### src/rtl/lcdnw_pkg.sv
// Shared types and constants for the character LCD nibble writer.
`timescale 1ns / 1ps
package lcdnw_pkg;

  // Display geometry
  localparam int LINE_WIDTH = 16;
  localparam int COL_W      = 6;
  localparam logic [COL_W-1:0] COL_MAX = '1;

  // Deepest nibble sequence one item can cause (init)
  localparam int MAX_NIB = 14;
  localparam int CNT_W   = $clog2(MAX_NIB + 1);

  // Opcodes
  localparam logic [2:0] OP_TEXT  = 3'd0;
  localparam logic [2:0] OP_RAW   = 3'd1;
  localparam logic [2:0] OP_CLEAR = 3'd2;
  localparam logic [2:0] OP_HOME  = 3'd3;
  localparam logic [2:0] OP_SETPOS = 3'd4;
  localparam logic [2:0] OP_GLYPH = 3'd5;
  localparam logic [2:0] OP_INIT  = 3'd6;

  // Character codes with special meaning in text mode
  localparam logic [7:0] CHAR_NUL = 8'h00;
  localparam logic [7:0] CHAR_LF  = 8'h0A;
  localparam logic [7:0] CHAR_CR  = 8'h0D;

  // Controller instructions
  localparam logic [7:0] CMD_CLEAR     = 8'h01;
  localparam logic [7:0] CMD_HOME      = 8'h02;
  localparam logic [7:0] CMD_SET_CGRAM = 8'h40;
  localparam logic [7:0] CMD_SET_DDRAM = 8'h80;

  // Register select codes
  localparam logic RS_INSTR = 1'b0;
  localparam logic RS_DATA  = 1'b1;

  // Power-up sequence: three wake nibbles, 4-bit switch, then
  // function set 0x28, display on 0x0E, clear 0x01, entry mode 0x06, DDRAM address 0x80
  localparam logic [3:0] INIT_NIB [MAX_NIB] = '{
    4'h3, 4'h3, 4'h3, 4'h2,
    4'h2, 4'h8, 4'h0, 4'hE, 4'h0, 4'h1, 4'h0, 4'h6, 4'h8, 4'h0
  };

  typedef struct packed {
    logic [2:0] opcode;
    logic [7:0] payload;
    logic       target_row;
    logic [7:0] target_col;
    logic [2:0] glyph_slot;
    logic [2:0] glyph_line;
  } lcdnw_in_t;

  typedef struct packed {
    logic [3:0] nibble;
    logic       reg_select;
    logic       last;
  } lcdnw_out_t;

endpackage

### src/rtl/char_lcd_nibble_writer_top.sv
// Character LCD 4-bit front end: turns operations into tagged display nibbles.
`timescale 1ns / 1ps
// Each accepted beat is one display operation (text, raw command, clear,
// home, set position, glyph row, init). In the cycle it is accepted the
// operation is decoded against the current cursor, the cursor is updated,
// and the full nibble sequence it causes (0 to 14 nibbles, high nibble of
// each byte first) is loaded into a sequence register. From there one
// nibble per cycle, while the output register is free, moves into it. A
// text character gives 2 or 4 nibbles, a command 2, a glyph row 4 or 6,
// init 14; an item with no nibbles (NUL, ignored set position, unused
// opcode) loads an empty sequence. Unless the consumer stalls, the output
// beat rate of one nibble per cycle sets the throughput. The next
// item is accepted in the same cycle that the last nibble of the current
// one moves to the output register, so back-to-back items leave no gap.
// Once that last nibble sits in the output register, a new item is taken
// even while the consumer stalls it; the new sequence then holds until the
// output register frees up, and the input is held off meanwhile. The final
// nibble of each item carries last. The cursor column saturates at 63; the
// row is 0 or 1.
module char_lcd_nibble_writer_top (
  input  logic                clk,
  input  logic                rst_n,
  input  logic                in_valid,
  output logic                in_ready,
  input  lcdnw_pkg::lcdnw_in_t  in_data,
  output logic                out_valid,
  input  logic                out_ready,
  output lcdnw_pkg::lcdnw_out_t out_data
);
  import lcdnw_pkg::*;

  typedef struct packed {
    logic [3:0] nibble;
    logic       rs;
  } nib_t;

  localparam logic [COL_W-1:0] LW_COL  = COL_W'(LINE_WIDTH);
  localparam logic [7:0]       LW_BYTE = 8'(LINE_WIDTH);

  // Sequence register and its fill count
  nib_t             seq_r   [MAX_NIB];
  nib_t             seq_nxt [MAX_NIB];
  logic [CNT_W-1:0] cnt_r, cnt_nxt;

  // Cursor
  logic [COL_W-1:0] cursor_col_r, cursor_col_nxt;
  logic             cursor_row_r, cursor_row_nxt;

  // Output register
  logic       out_valid_r;
  lcdnw_out_t out_data_r;

  // Decode results
  logic [7:0]       byte_v [3];
  logic             rs_v   [3];
  logic [1:0]       nbyte;
  logic             init_sel;
  nib_t             seq_new [MAX_NIB];
  logic [CNT_W-1:0] n_new;

  logic             move;
  logic             accept;
  logic [COL_W-1:0] col_inc;

  // Advance the head nibble whenever the output register is free
  assign move     = (cnt_r != '0) && (!out_valid_r || out_ready);
  assign in_ready = (cnt_r == '0) || ((cnt_r == CNT_W'(1)) && move);
  assign accept   = in_valid && in_ready;

  assign out_valid = out_valid_r;
  assign out_data  = out_data_r;

  assign col_inc = (cursor_col_r != COL_MAX) ? cursor_col_r + COL_W'(1) : cursor_col_r;

  // Decode one operation into up to three bytes (or the init table)
  always_comb begin
    for (int i = 0; i < 3; i++) begin
      byte_v[i] = '0;
      rs_v[i]   = RS_INSTR;
    end
    nbyte          = 2'd0;
    init_sel       = 1'b0;
    cursor_col_nxt = cursor_col_r;
    cursor_row_nxt = cursor_row_r;

    case (in_data.opcode)
      OP_TEXT: begin
        if (in_data.payload == CHAR_NUL) begin
          nbyte = 2'd0;
        end else if (in_data.payload == CHAR_LF) begin
          // Drop to the bottom row, same column, if the column is on screen
          if (cursor_col_r < LW_COL) begin
            byte_v[0]      = CMD_SET_DDRAM | {2'b01, cursor_col_r};
            nbyte          = 2'd1;
            cursor_row_nxt = 1'b1;
          end
        end else if (in_data.payload == CHAR_CR) begin
          byte_v[0]      = CMD_SET_DDRAM | {1'b0, cursor_row_r, {COL_W{1'b0}}};
          nbyte          = 2'd1;
          cursor_col_nxt = '0;
        end else begin
          byte_v[0]      = in_data.payload;
          rs_v[0]        = RS_DATA;
          nbyte          = 2'd1;
          cursor_col_nxt = col_inc;
          // Wrap from the end of the top row to the start of the bottom row
          if ((col_inc == LW_COL) && !cursor_row_r) begin
            byte_v[1]      = CMD_SET_DDRAM | {2'b01, {COL_W{1'b0}}};
            nbyte          = 2'd2;
            cursor_col_nxt = '0;
            cursor_row_nxt = 1'b1;
          end
        end
      end
      OP_RAW: begin
        byte_v[0] = in_data.payload;
        nbyte     = 2'd1;
      end
      OP_CLEAR, OP_HOME: begin
        byte_v[0]      = (in_data.opcode == OP_CLEAR) ? CMD_CLEAR : CMD_HOME;
        nbyte          = 2'd1;
        cursor_col_nxt = '0;
        cursor_row_nxt = 1'b0;
      end
      OP_SETPOS: begin
        if (in_data.target_col < LW_BYTE) begin
          byte_v[0] = CMD_SET_DDRAM |
                      {1'b0, in_data.target_row, in_data.target_col[COL_W-1:0]};
          nbyte          = 2'd1;
          cursor_col_nxt = in_data.target_col[COL_W-1:0];
          cursor_row_nxt = in_data.target_row;
        end
      end
      OP_GLYPH: begin
        byte_v[0] = CMD_SET_CGRAM | {2'b00, in_data.glyph_slot, in_data.glyph_line};
        byte_v[1] = in_data.payload;
        rs_v[1]   = RS_DATA;
        nbyte     = 2'd2;
        // Restore the display address after the last pixel row
        if ((in_data.glyph_line == 3'd7) && (cursor_col_r < LW_COL)) begin
          byte_v[2] = CMD_SET_DDRAM | {1'b0, cursor_row_r, cursor_col_r};
          nbyte     = 2'd3;
        end
      end
      OP_INIT: begin
        init_sel       = 1'b1;
        cursor_col_nxt = '0;
        cursor_row_nxt = 1'b0;
      end
      default: begin
        nbyte = 2'd0;
      end
    endcase
  end

  // Split bytes into high/low nibbles, or take the init table
  always_comb begin
    for (int i = 0; i < MAX_NIB; i++) begin
      seq_new[i] = '{nibble: INIT_NIB[i], rs: RS_INSTR};
    end
    if (!init_sel) begin
      for (int i = 0; i < 6; i++) begin
        seq_new[i].nibble = (i % 2 == 0) ? byte_v[i/2][7:4] : byte_v[i/2][3:0];
        seq_new[i].rs     = rs_v[i/2];
      end
    end
    n_new = init_sel ? CNT_W'(MAX_NIB) : CNT_W'({nbyte, 1'b0});
  end

  // Load a new sequence on accept, else shift out the head on move
  always_comb begin
    for (int i = 0; i < MAX_NIB; i++) begin
      seq_nxt[i] = seq_r[i];
    end
    cnt_nxt = cnt_r;
    if (accept) begin
      for (int i = 0; i < MAX_NIB; i++) begin
        seq_nxt[i] = seq_new[i];
      end
      cnt_nxt = n_new;
    end else if (move) begin
      for (int i = 0; i < MAX_NIB - 1; i++) begin
        seq_nxt[i] = seq_r[i+1];
      end
      cnt_nxt = cnt_r - CNT_W'(1);
    end
  end

  always_ff @(posedge clk) begin
    for (int i = 0; i < MAX_NIB; i++) begin
      seq_r[i] <= seq_nxt[i];
    end
    if (move) begin
      out_data_r.nibble     <= seq_r[0].nibble;
      out_data_r.reg_select <= seq_r[0].rs;
      out_data_r.last       <= (cnt_r == CNT_W'(1));
    end
    if (!rst_n) begin
      cnt_r        <= '0;
      out_valid_r  <= 1'b0;
      cursor_col_r <= '0;
      cursor_row_r <= 1'b0;
    end else begin
      cnt_r <= cnt_nxt;
      if (move) begin
        out_valid_r <= 1'b1;
      end else if (out_ready) begin
        out_valid_r <= 1'b0;
      end
      if (accept) begin
        cursor_col_r <= cursor_col_nxt;
        cursor_row_r <= cursor_row_nxt;
      end
    end
  end

  // Init loads the full sequence and homes the cursor
  a_init_load: assert property (@(posedge clk) disable iff (!rst_n)
    (accept && (in_data.opcode == OP_INIT)) |=>
      ((cnt_r == CNT_W'(MAX_NIB)) && (cursor_col_r == '0) && !cursor_row_r))
    else $error("init did not load sequence or home cursor");

  // Fill count never exceeds the sequence depth
  a_cnt_bound: assert property (@(posedge clk) disable iff (!rst_n)
    cnt_r <= CNT_W'(MAX_NIB))
    else $error("sequence count out of range");

  // An idle block takes input
  a_idle_ready: assert property (@(posedge clk) disable iff (!rst_n)
    ((cnt_r == '0) && !out_valid_r) |-> in_ready)
    else $error("idle block not ready");

  // Newline with an on-screen column lands on the bottom row
  a_newline_row: assert property (@(posedge clk) disable iff (!rst_n)
    (accept && (in_data.opcode == OP_TEXT) && (in_data.payload == CHAR_LF) &&
     (cursor_col_r < LW_COL)) |=> cursor_row_r)
    else $error("newline did not move to bottom row");

endmodule

### config.mk
export PLATFORM = sky130hd
export DESIGN_NAME = char_lcd_nibble_writer_top
export DESIGN_NICKNAME = d
export VERILOG_FILES = /design/src/rtl/lcdnw_pkg.sv /design/src/rtl/char_lcd_nibble_writer_top.sv
export SDC_FILE = /design/constraint.sdc
export NUM_CORES = 1
export LEC_CHECK = 0
export BUFFER_PORTS_ARGS = -buffer_cell sky130_fd_sc_hd__buf_2
export CAP_MARGIN = 30
export CORE_ASPECT_RATIO = 1.4
export CORE_MARGIN = 10
export CORE_UTILIZATION = 60
export DETAILED_ROUTE_END_ITERATION = 6
export GPL_ROUTABILITY_DRIVEN = 0
export PLACE_DENSITY = 0.92
export SYNTH_ARGS = -nofsm -noshare
export SYNTH_HDL_FRONTEND = slang
export SYNTH_SLANG_ARGS = --single-unit
### constraint.sdc
create_clock -name clk -period 3.91 [get_ports clk]
set_clock_uncertainty 0.05 [all_clocks]
set_input_delay 0.391 -clock clk [delete_from_list [all_inputs] [get_ports clk]]
set_output_delay 0.391 -clock clk [all_outputs]
set_load 0.02 [all_outputs]
==> flow_summary.ini, run 1 <==
[status]
status = complete, no violations

[synth]
syn_inst = 307
synth_top_family_by_area = compound AO/OA/AOI/OAI gates
muxShareOfSynthArea = 0.00713
synth_simple_gate_area_frac = 0.201
synth_flop_cell = edfxtp_1
synthAdderAreaFrac = 0.0126
syn_avg_cell_area_um2 = 9.71
yosysWarnings = 0
ys_top_cells_by_area = edfxtp_1, dfxtp_1, nand2_1
syn_area_um2 = 2980
ys_seq_elements = 55
yosysTopAreaCell = edfxtp_1
synth_compound_area_frac = 0.248
yosysSeqAreaShare = 0.483
synth_top_cell_area_share = 0.342
synth_nets = 340
synth-xor-area-share = 0.0147
synthArstFlopShare = 0
synth-edff-count = 34
ys_types = 62

[setup_path]
cp_max_fo = 22
end_kind = flop
r2r_start = cnt_r[0]$_SDFFE_PN0P_
worst-setup-path-type = flop to flop
arrival_ns = 2.71
r2r_slack_ns = 1.35
reg2reg_to = cnt_r[2]$_SDFFE_PN0P_
worstPathRequired_ns = 4.06
cp-start-kind = flop
r2r_cells = 7

[floorplan]
start_util = 0.616
die_w_um = 79.6
fp-row-count = 30
dieArea_um2 = 8230
pin_count = 38
die_h_um = 103
coreArea_um2 = 4840

[grt]
antenna_found_initial = 0
grt_overflow = 0
grt_max_degree = 23
grt_pass1_wl_um = 11900
grt_pass1_vias = 2485
grt.total_usage = 0.181

[hold_path]
hold_path.class = input pin to flop
hold_start = rst_n
min_path_cells = 2
hold_end = cnt_r[3]$_SDFFE_PN0P_

[clocking]
cts_hold_buf = 0
cts_resized = 0
cts_sinks = 55
postCtsSetupBuffers = 0
numCtsBuffers = 5
cts_tree = done
htreeDepth = 2
cts.root.buffer_cell = clkbuf_8
cts_max_path_buffers = 2
cts.clk_slew.worst_paths_ns = 0.09
clk_latency_ns = 0.31

[route]
vias = 2649
vias_per_cell = 6.61
drc_errors = 0
dr.pass1.iters = 6
ant_nets = 0
routed_wl_um = 7500
drt_iter0_markers = 311
wl_per_cell_um = 18.7

[timing]
fmax_mhz = 391
rsz0062_at_grt = no
maxSlewHeadroom = 0.306
drv_slew = 0
min_period_ns = 2.56
tns_ns = 0
period_share = 0.655
worstMarginPinSlew_ns = 1.04
setup_viol = 0
hold_violations = 0

[place]
port_buffers = 37
place_area_um2 = 3210
place_hpwl_um = 5550
dpl.cell_count = 393

[power]
power.total_w = 0.00226
ir_drop_mv = 0.524
pwr_density_cell_nw_per_um2 = 685
p_leak_nw = 1.28

[job]
maxCapViolations = 0

[cells_and_area]
utilization = 0.681
antenna_cells = 0
syn2layout_area_growth_pct = 10.6
fin_area_um2 = 3300
fill_cells = 376
fin_cells = 401
final_cell_mix = nand2_1, buf_2, edfxtp_1
mostFrequentLayoutCell = nand2_1
drive_gt1_frac = 0.184
fin_nets = 369
-- layer usage --
| metal | track usage | wire [µm] | part of all wire | vias to the layer above |
|---|---|---|---|---|
| met5 | 0 | 0 | 0 | - |
| met4 | 0.0954 | 385 | 0.051 | 0 |
| met3 | 0.0424 | 633 | 0.084 | 49 |
| met2 | 0.302 | 3770 | 0.50 | 157 |
| met1 | 0.211 | 2710 | 0.36 | 1218 |
| li1 | - | - | - | 1225 |
-- stage by stage --
stage          worst slack, ns  hold slack (ns)
2_1_floorplan             1.63            0.350
3_3_place_gp              1.41            0.354
3_5_place_dp              1.39            0.360
4_1_cts                   1.38            0.312
5_1_grt                   1.08            0.328
6_report                  1.35            0.311
-- worst max-delay path by stage --
stage | start | endpoint | slack (ns) | depth (start not counted)
after floorplan | cnt_r[0]$_SDFFE_PN0P_ | seq_r[0][0]$_DFFE_PP_ | 1.63 | 6
after global placement | cnt_r[0]$_SDFFE_PN0P_ | cnt_r[2]$_SDFFE_PN0P_ | 1.41 | 7
after detailed placement | in_data[13] | cursor_col_r[4]$_SDFFE_PN0P_ | 1.39 | 7
after CTS | cnt_r[0]$_SDFFE_PN0P_ | cnt_r[2]$_SDFFE_PN0P_ | 1.38 | 7
after global routing | cnt_r[0]$_SDFFE_PN0P_ | cursor_col_r[4]$_SDFFE_PN0P_ | 1.08 | 7
final | cnt_r[0]$_SDFFE_PN0P_ | cnt_r[2]$_SDFFE_PN0P_ | 1.35 | 7
-- worst max-delay path, cell delays in order, from the launching register on --
cell and delay [ns]:
dfxtp_1 0.40, inv_1 0.06, ha_1 0.26, a21bo_2 0.31, a31oi_2 0.83, nand2_1 0.18, a21oi_1 0.26, a21oi_1 0.10
-- cell usage after synthesis, drive strengths merged, types with 7 or more instances --
cell type and count:
nand2 51, edfxtp 34, dfxtp 21, nor2 21
a21oi 19, o21ai 15, clkbuf 14, nand3 13
a22o 12, a31oi 7, inv 7
-- flip-flops by register name, summed over array words and instances, names as in the netlist --
register      count
cnt_r             4
out_data          6
out_valid         1
cursor_col_r      6
seq_r            37
cursor_row_r      1
-- cells by family (layout without fill, tap and decap cells) --
group / Yosys count / count (layout)
AO/OA/AOI/OAI: 99 / 99
adder cells (fa/ha/maj): 3 / 3
AND/OR/NAND/NOR: 119 / 119
buffers and inverters: 24 / 54
multiplexers: 2 / 2
XOR/XNOR: 5 / 5
flip-flops: 55 / 55
-- area by class of cell --
class / count / area (µm²) / share of cell area
Clock buffer: 5 / 68.8 / 0.0209
Inverter: 7 / 26.3 / 0.00797
Clock inverter: 3 / 20.0 / 0.00607
Multi-Input combinational cell: 228 / 1440 / 0.437
Sequential cell: 55 / 1440 / 0.437
Tap cell: 64 / 80.1 / 0.0243
Timing Repair Buffer: 39 / 220 / 0.0668
-- report_power, final --
part / total [W] / internal, W / switching (W) / leakage, nW
Sequential: 0.00108 / 0.000959 / 0.000117 / 0.530
Combinational: 0.000873 / 0.000326 / 0.000548 / 0.707
Clock: 0.000309 / 0.000125 / 0.000184 / 0.0418
Total: 0.00226 / 0.00141 / 0.000849 / 1.28
No activity file was read; power rests on OpenSTA's default activity.
==> run 2, diff against run 1 <==
--- a/config.mk
+++ b/config.mk
@@ -9,10 +9,10 @@
 export CAP_MARGIN = 30
 export CORE_ASPECT_RATIO = 1.4
 export CORE_MARGIN = 10
-export CORE_UTILIZATION = 60
+export CORE_UTILIZATION = 52
 export DETAILED_ROUTE_END_ITERATION = 6
 export GPL_ROUTABILITY_DRIVEN = 0
-export PLACE_DENSITY = 0.92
+export PLACE_DENSITY = 0.86
 export SYNTH_ARGS = -nofsm -noshare
 export SYNTH_HDL_FRONTEND = slang
 export SYNTH_SLANG_ARGS = --single-unit
==> constraint.sdc (replaced) <==
create_clock -name clk -period 2.2 [get_ports clk]
set_clock_uncertainty 0.05 [all_clocks]
set_input_delay 0.22 -clock clk [delete_from_list [all_inputs] [get_ports clk]]
set_output_delay 0.22 -clock clk [all_outputs]
set_load 0.02 [all_outputs]
==> run 2 against run 1 <==
Die area grew 12%. Critical path depth stayed put. Non-clock buffer count is 14 higher. Global-route usage decreased by 1.5 points. Critical path type unchanged. Largest cell class is now multi-input gates.
==> flow_summary.ini, run 2 (synthesis gave the netlist of run 1 again) <==
[status]
status = complete, no violations

[timing]
fin_ws_ns = 0.124
maxSlewHeadroom = 0.570
fmax_mhz = 482
hold-worst-slack_ns = 0.137
drv_slew = 0
worstMarginPinSlew_ns = 0.638
setup_viol = 0
hold_violations = 0
min_period_ns = 2.08
period_share = 0.943

[floorplan]
die_h_um = 110
coreArea_um2 = 5530
die_w_um = 84.0
pin_count = 38
dieArea_um2 = 9210
fp-row-count = 32
start_util = 0.540

[cells_and_area]
fill_cells = 449
syn2layout_area_growth_pct = 15.9
fin_area_um2 = 3460
final_cell_mix = nand2_1, buf_2, edfxtp_1
fin_cells = 419
largest_reg_flops = 37
fin_nets = 383
drive_gt1_frac = 0.234
antenna_cells = 0
mostFrequentLayoutCell = nand2_1
regMostFlops = seq_r

[power]
p_leak_nw = 1.37
p_int_w = 0.00272
seq_power_share = 0.442
power_switching_w = 0.00155
ir_drop_mv = 0.640
power.total_w = 0.00427
power.share.clock = 0.157
switching_share = 0.362
comb_power_share = 0.401
pwr_density_cell_nw_per_um2 = 1240

[setup_path]
end_kind = flop
cpLargestDelayFamily = simple AND/OR/NAND/NOR gates
worst-path-buf-inv = 0
path_cells = ha_1 > or4b_4 > nor4_2 > a21oi_2 > a211oi_2 > a21oi_1 > o21ai_1
crit_path_top_delay_cell = or4b_4
cp_max_fo = 5
r2r_slack_ns = 0.12
r2r_cells = 7
critical_path_cell_count = 7
worst-setup-path-type = flop to flop
slowest_delay_ns = 0.50
cp-start-kind = flop
worstPathRequired_ns = 2.33
arrival_ns = 2.20

[clocking]
htreeDepth = 2
cts_tree = done
cts.root.buffer_cell = clkbuf_8
cts.clk_slew.worst_paths_ns = 0.10
cts_resized = 0
cts_max_path_buffers = 2
clk_latency_ns = 0.32
postCtsSetupBuffers = 0
numCtsBuffers = 5
cts_hold_buf = 0
cts_sinks = 55

[place]
place_hpwl_um = 5960
place_area_um2 = 3330
port_buffers = 37
dpl.cell_count = 411
pre_cts_ws_ns = 0.0513

[grt]
antenna_found_initial = 0
grt_overflow = 0
grt_max_degree = 29
grt.total_usage = 0.166
grt_pass1_vias = 2602
grt_pass1_wl_um = 12600

[route]
wl_per_cell_um = 19.2
routed_wl_um = 8050
drc_errors = 0
vias_per_cell = 6.55
dr.pass1.iters = 5
vias = 2745
drt_iter0_markers = 393
ant_nets = 0

[job]
maxCapViolations = 0

[hold_path]
min_path_cells = 2
hold_path.class = input pin to flop
[run 2: layer usage]
layer | part of all wire | vias up | track usage
li1 | - | 1246 | -
met1 | 0.39 | 1288 | 0.188
met2 | 0.50 | 182 | 0.293
met3 | 0.076 | 29 | 0.0303
met4 | 0.034 | 0 | 0.0863
met5 | 0 | - | 0
[run 2: path summary, 6_finish.rpt]
| path | from | end |
|---|---|---|
| worst max-delay path | cursor_col_r[0]$_SDFFE_PN0P_ | seq_r[0][13]$_DFFE_PP_ |
| worst min-delay path | rst_n | cnt_r[3]$_SDFFE_PN0P_ |
| worst max register to register | cursor_col_r[0]$_SDFFE_PN0P_ | seq_r[0][13]$_DFFE_PP_ |
| worst min register to register | seq_r[0][1]$_DFFE_PP_ | out_data[2]$_DFFE_PP_ |
[run 2: stage by stage]
step | TNS [ns] | util
6_report | 0 | 0.626
5_1_grt | -0.0227 | 0.626
4_1_cts | 0 | 0.621
3_5_place_dp | 0 | 0.602
3_3_place_gp | 0 | 0.602
2_1_floorplan | 0 | -
[run 2: final cells by class]
class	instances	area [µm²]	share of cell area
clock inverter	1	30.0	0.00869
clock buffer	7	76.3	0.0221
tap	68	85.1	0.0246
timing repair buffer	53	330	0.0955
inverter	7	26.3	0.00760
sequential	55	1440	0.417
multi-input combinational	228	1470	0.425
[run 2: power by group through the flow]
stage	sequential (W)	combinational (W)	clock, W
after CTS	0.00189	0.00169	0.000672
after detailed placement	0.00191	0.00169	0
after global placement	0.00188	0.00163	0
after global routing	0.00193	0.00186	0.000700
final	0.00189	0.00171	0.000671
after floorplan	0.00194	0.00104	0
==> run 3, diff against run 2 <==
--- a/config.mk
+++ b/config.mk
@@ -5,6 +5,7 @@
 export SDC_FILE = /design/constraint.sdc
 export NUM_CORES = 1
 export LEC_CHECK = 0
+export ABC_AREA = 1
 export BUFFER_PORTS_ARGS = -buffer_cell sky130_fd_sc_hd__buf_2
 export CAP_MARGIN = 30
 export CORE_ASPECT_RATIO = 1.4
@@ -12,6 +13,7 @@
 export CORE_UTILIZATION = 52
 export DETAILED_ROUTE_END_ITERATION = 6
 export GPL_ROUTABILITY_DRIVEN = 0
+export HOLD_SLACK_MARGIN = 0.08
 export PLACE_DENSITY = 0.86
 export SYNTH_ARGS = -nofsm -noshare
 export SYNTH_HDL_FRONTEND = slang
==> run 3 against run 2 <==
Clock power is 18% higher. Sequential power is 2% higher. Critical path type unchanged. Non-clock buffer count is 7 lower. Hold slack better by 0.032 ns. Count of clock-buffer cells in the layout is 1 lower.
==> flow_summary.ini, run 3 <==
[clocking]
clk_latency_ns = 0.32
cts_max_path_buffers = 2
cts.clk_slew.worst_paths_ns = 0.10
cts_sinks = 55
htreeDepth = 2
numCtsBuffers = 5
cts_tree = done
cts.root.buffer_cell = clkbuf_8

[grt]
antenna_found_initial = 0
grt_overflow = 0
grt.total_usage = 0.162
grt_pass1_vias = 2634
grt_pass1_wl_um = 12300
grt_max_degree = 29

[floorplan]
start_util = 0.535
coreArea_um2 = 5530
pin_count = 38
fp-row-count = 32
dieArea_um2 = 9140
die_w_um = 83.7
die_h_um = 109

[timing]
maxSlewHeadroom = 0.674
worstMarginPinSlew_ns = 0.486
setup_viol = 0
hold_violations = 0
tns_ns = 0
drv_slew = 0
period_share = 0.937
min_period_ns = 2.06
fmax_mhz = 485

[setup_path]
worst-setup-path-type = flop to flop
cp-start-kind = flop
end_kind = flop
arrival_ns = 2.07
worstPathRequired_ns = 2.21
r2r_cells = 11
cp_max_fo = 8

[power]
p_leak_nw = 1.55
power.total_w = 0.00460
pwr_density_cell_nw_per_um2 = 1350
ir_drop_mv = 0.947

[synth]
syn_area_um2 = 2950
ys_seq_elements = 55
ys_types = 36
yosysWarnings = 0
synth_flop_cell = edfxtp_1
synthArstFlopShare = 0
synth.most_common_cell = nand2_1
ys_top_cells_by_area = edfxtp_1, dfxtp_1, nand2_1
synth_top_cell_area_share = 0.346
synth-edff-count = 34
syn_avg_cell_area_um2 = 8.27
synth_nets = 390
synthTopCellsByCount = nand2_1, inv_1, edfxtp_1
syn_inst = 357
yosysTopAreaCell = edfxtp_1
yosysSeqAreaShare = 0.488

[cells_and_area]
mostFrequentLayoutCell = nand2_1
drive_gt1_frac = 0.222
regMostFlops = seq_r
utilization = 0.616
antenna_cells = 0
final_cell_mix = nand2_1, inv_1, buf_2
largest_reg_flops = 37
fin_nets = 437
fill_cells = 476
syn2layout_area_growth_pct = 15.3

[route]
drc_errors = 0
routed_wl_um = 7620
vias_per_cell = 5.81
drt_iter0_markers = 367
ant_nets = 0
vias = 2747
dr.pass1.iters = 6
wl_per_cell_um = 16.1

[hold_path]
min_path_cells = 3
hold_path.class = input pin to flop

[status]
status = complete, no violations

[place]
place_hpwl_um = 5700
port_buffers = 37

[job]
maxCapViolations = 0
## run 3: per-stage QoR
step / instance area (µm²) / cells / hold WS (ns) / setup slack (ns)
floorplan: 2950 / 357 / 0.344 / 0.100
global placement: 3240 / 461 / 0.354 / 0.260
detailed placement: 3240 / 461 / 0.359 / 0.132
CTS: 3370 / 469 / 0.169 / 0.126
global route: 3410 / 473 / 0.193 / -0.00148
finish: 3410 / 473 / 0.169 / 0.138
## run 3: what timing repair did
action	4_1_cts	5_1_grt
endpoints found under the setup margin	0	17
setup buffers	0	4
hold buffers	0	0
gates resized for setup	0	1
## run 3: final timing paths
path                                             from  slack, ns                        end
worst min register to register  seq_r[0][4]$_DFFE_PP_       0.38      out_data[5]$_DFFE_PP_
worst max-delay path            cnt_r[0]$_SDFFE_PN0P_       0.14     seq_r[0][23]$_DFFE_PP_
worst max register to register  cnt_r[0]$_SDFFE_PN0P_       0.14     seq_r[0][23]$_DFFE_PP_
worst min-delay path                            rst_n       0.17  cursor_row_r$_SDFFE_PN0P_
## run 3: worst max-delay path: stages (launching register included)
cell and delay (ns):
dfxtp_1 0.37, inv_1 0.09, ha_1 0.21, inv_1 0.05, nor2_1 0.04, nand2_1 0.11
o21ai_2 0.08, nand2_2 0.12, clkinvlp_4 0.19, buf_4 0.19, nand2_1 0.17, o21ai_0 0.13
## run 3: cells by family (layout without fill, tap and decap cells)
logic type / after synthesis / after routing / synth area share
flip-flops: 55 / 55 / 0.488
AO/OA/AOI/OAI: 83 / 83 / 0.175
XOR/XNOR: 1 / 1 / 0.00297
AND/OR/NAND/NOR: 155 / 155 / 0.241
adder cells (fa/ha/maj): 3 / 3 / 0.0127
buffers and inverters: 60 / 108 / 0.0809
## run 3: cell type report
cell class	instances	area [µm²]	share of cell area
Clock inverter	2	60.1	0.0176
Multi-Input combinational cell	242	1270	0.374
Tap cell	68	85.1	0.0250
Timing Repair Buffer	46	265	0.0779
Clock buffer	6	72.6	0.0213
Inverter	54	208	0.0610
Sequential cell	55	1440	0.423
## run 3: where the power goes
part / internal (W) / switching, W / leakage (nW)
Clock: 0.000455 / 0.000335 / 0.0654
Combinational: 0.000633 / 0.00125 / 0.952
Sequential: 0.00174 / 0.000185 / 0.532
Total: 0.00283 / 0.00177 / 1.55
## run 3: metal layers
layer | up-vias | part of all wire | global-route usage
met5 | - | 0 | 0
met4 | 0 | 0.031 | 0.0600
met3 | 31 | 0.079 | 0.0313
met1 | 1259 | 0.40 | 0.192
li1 | 1303 | - | -
met2 | 154 | 0.49 | 0.283
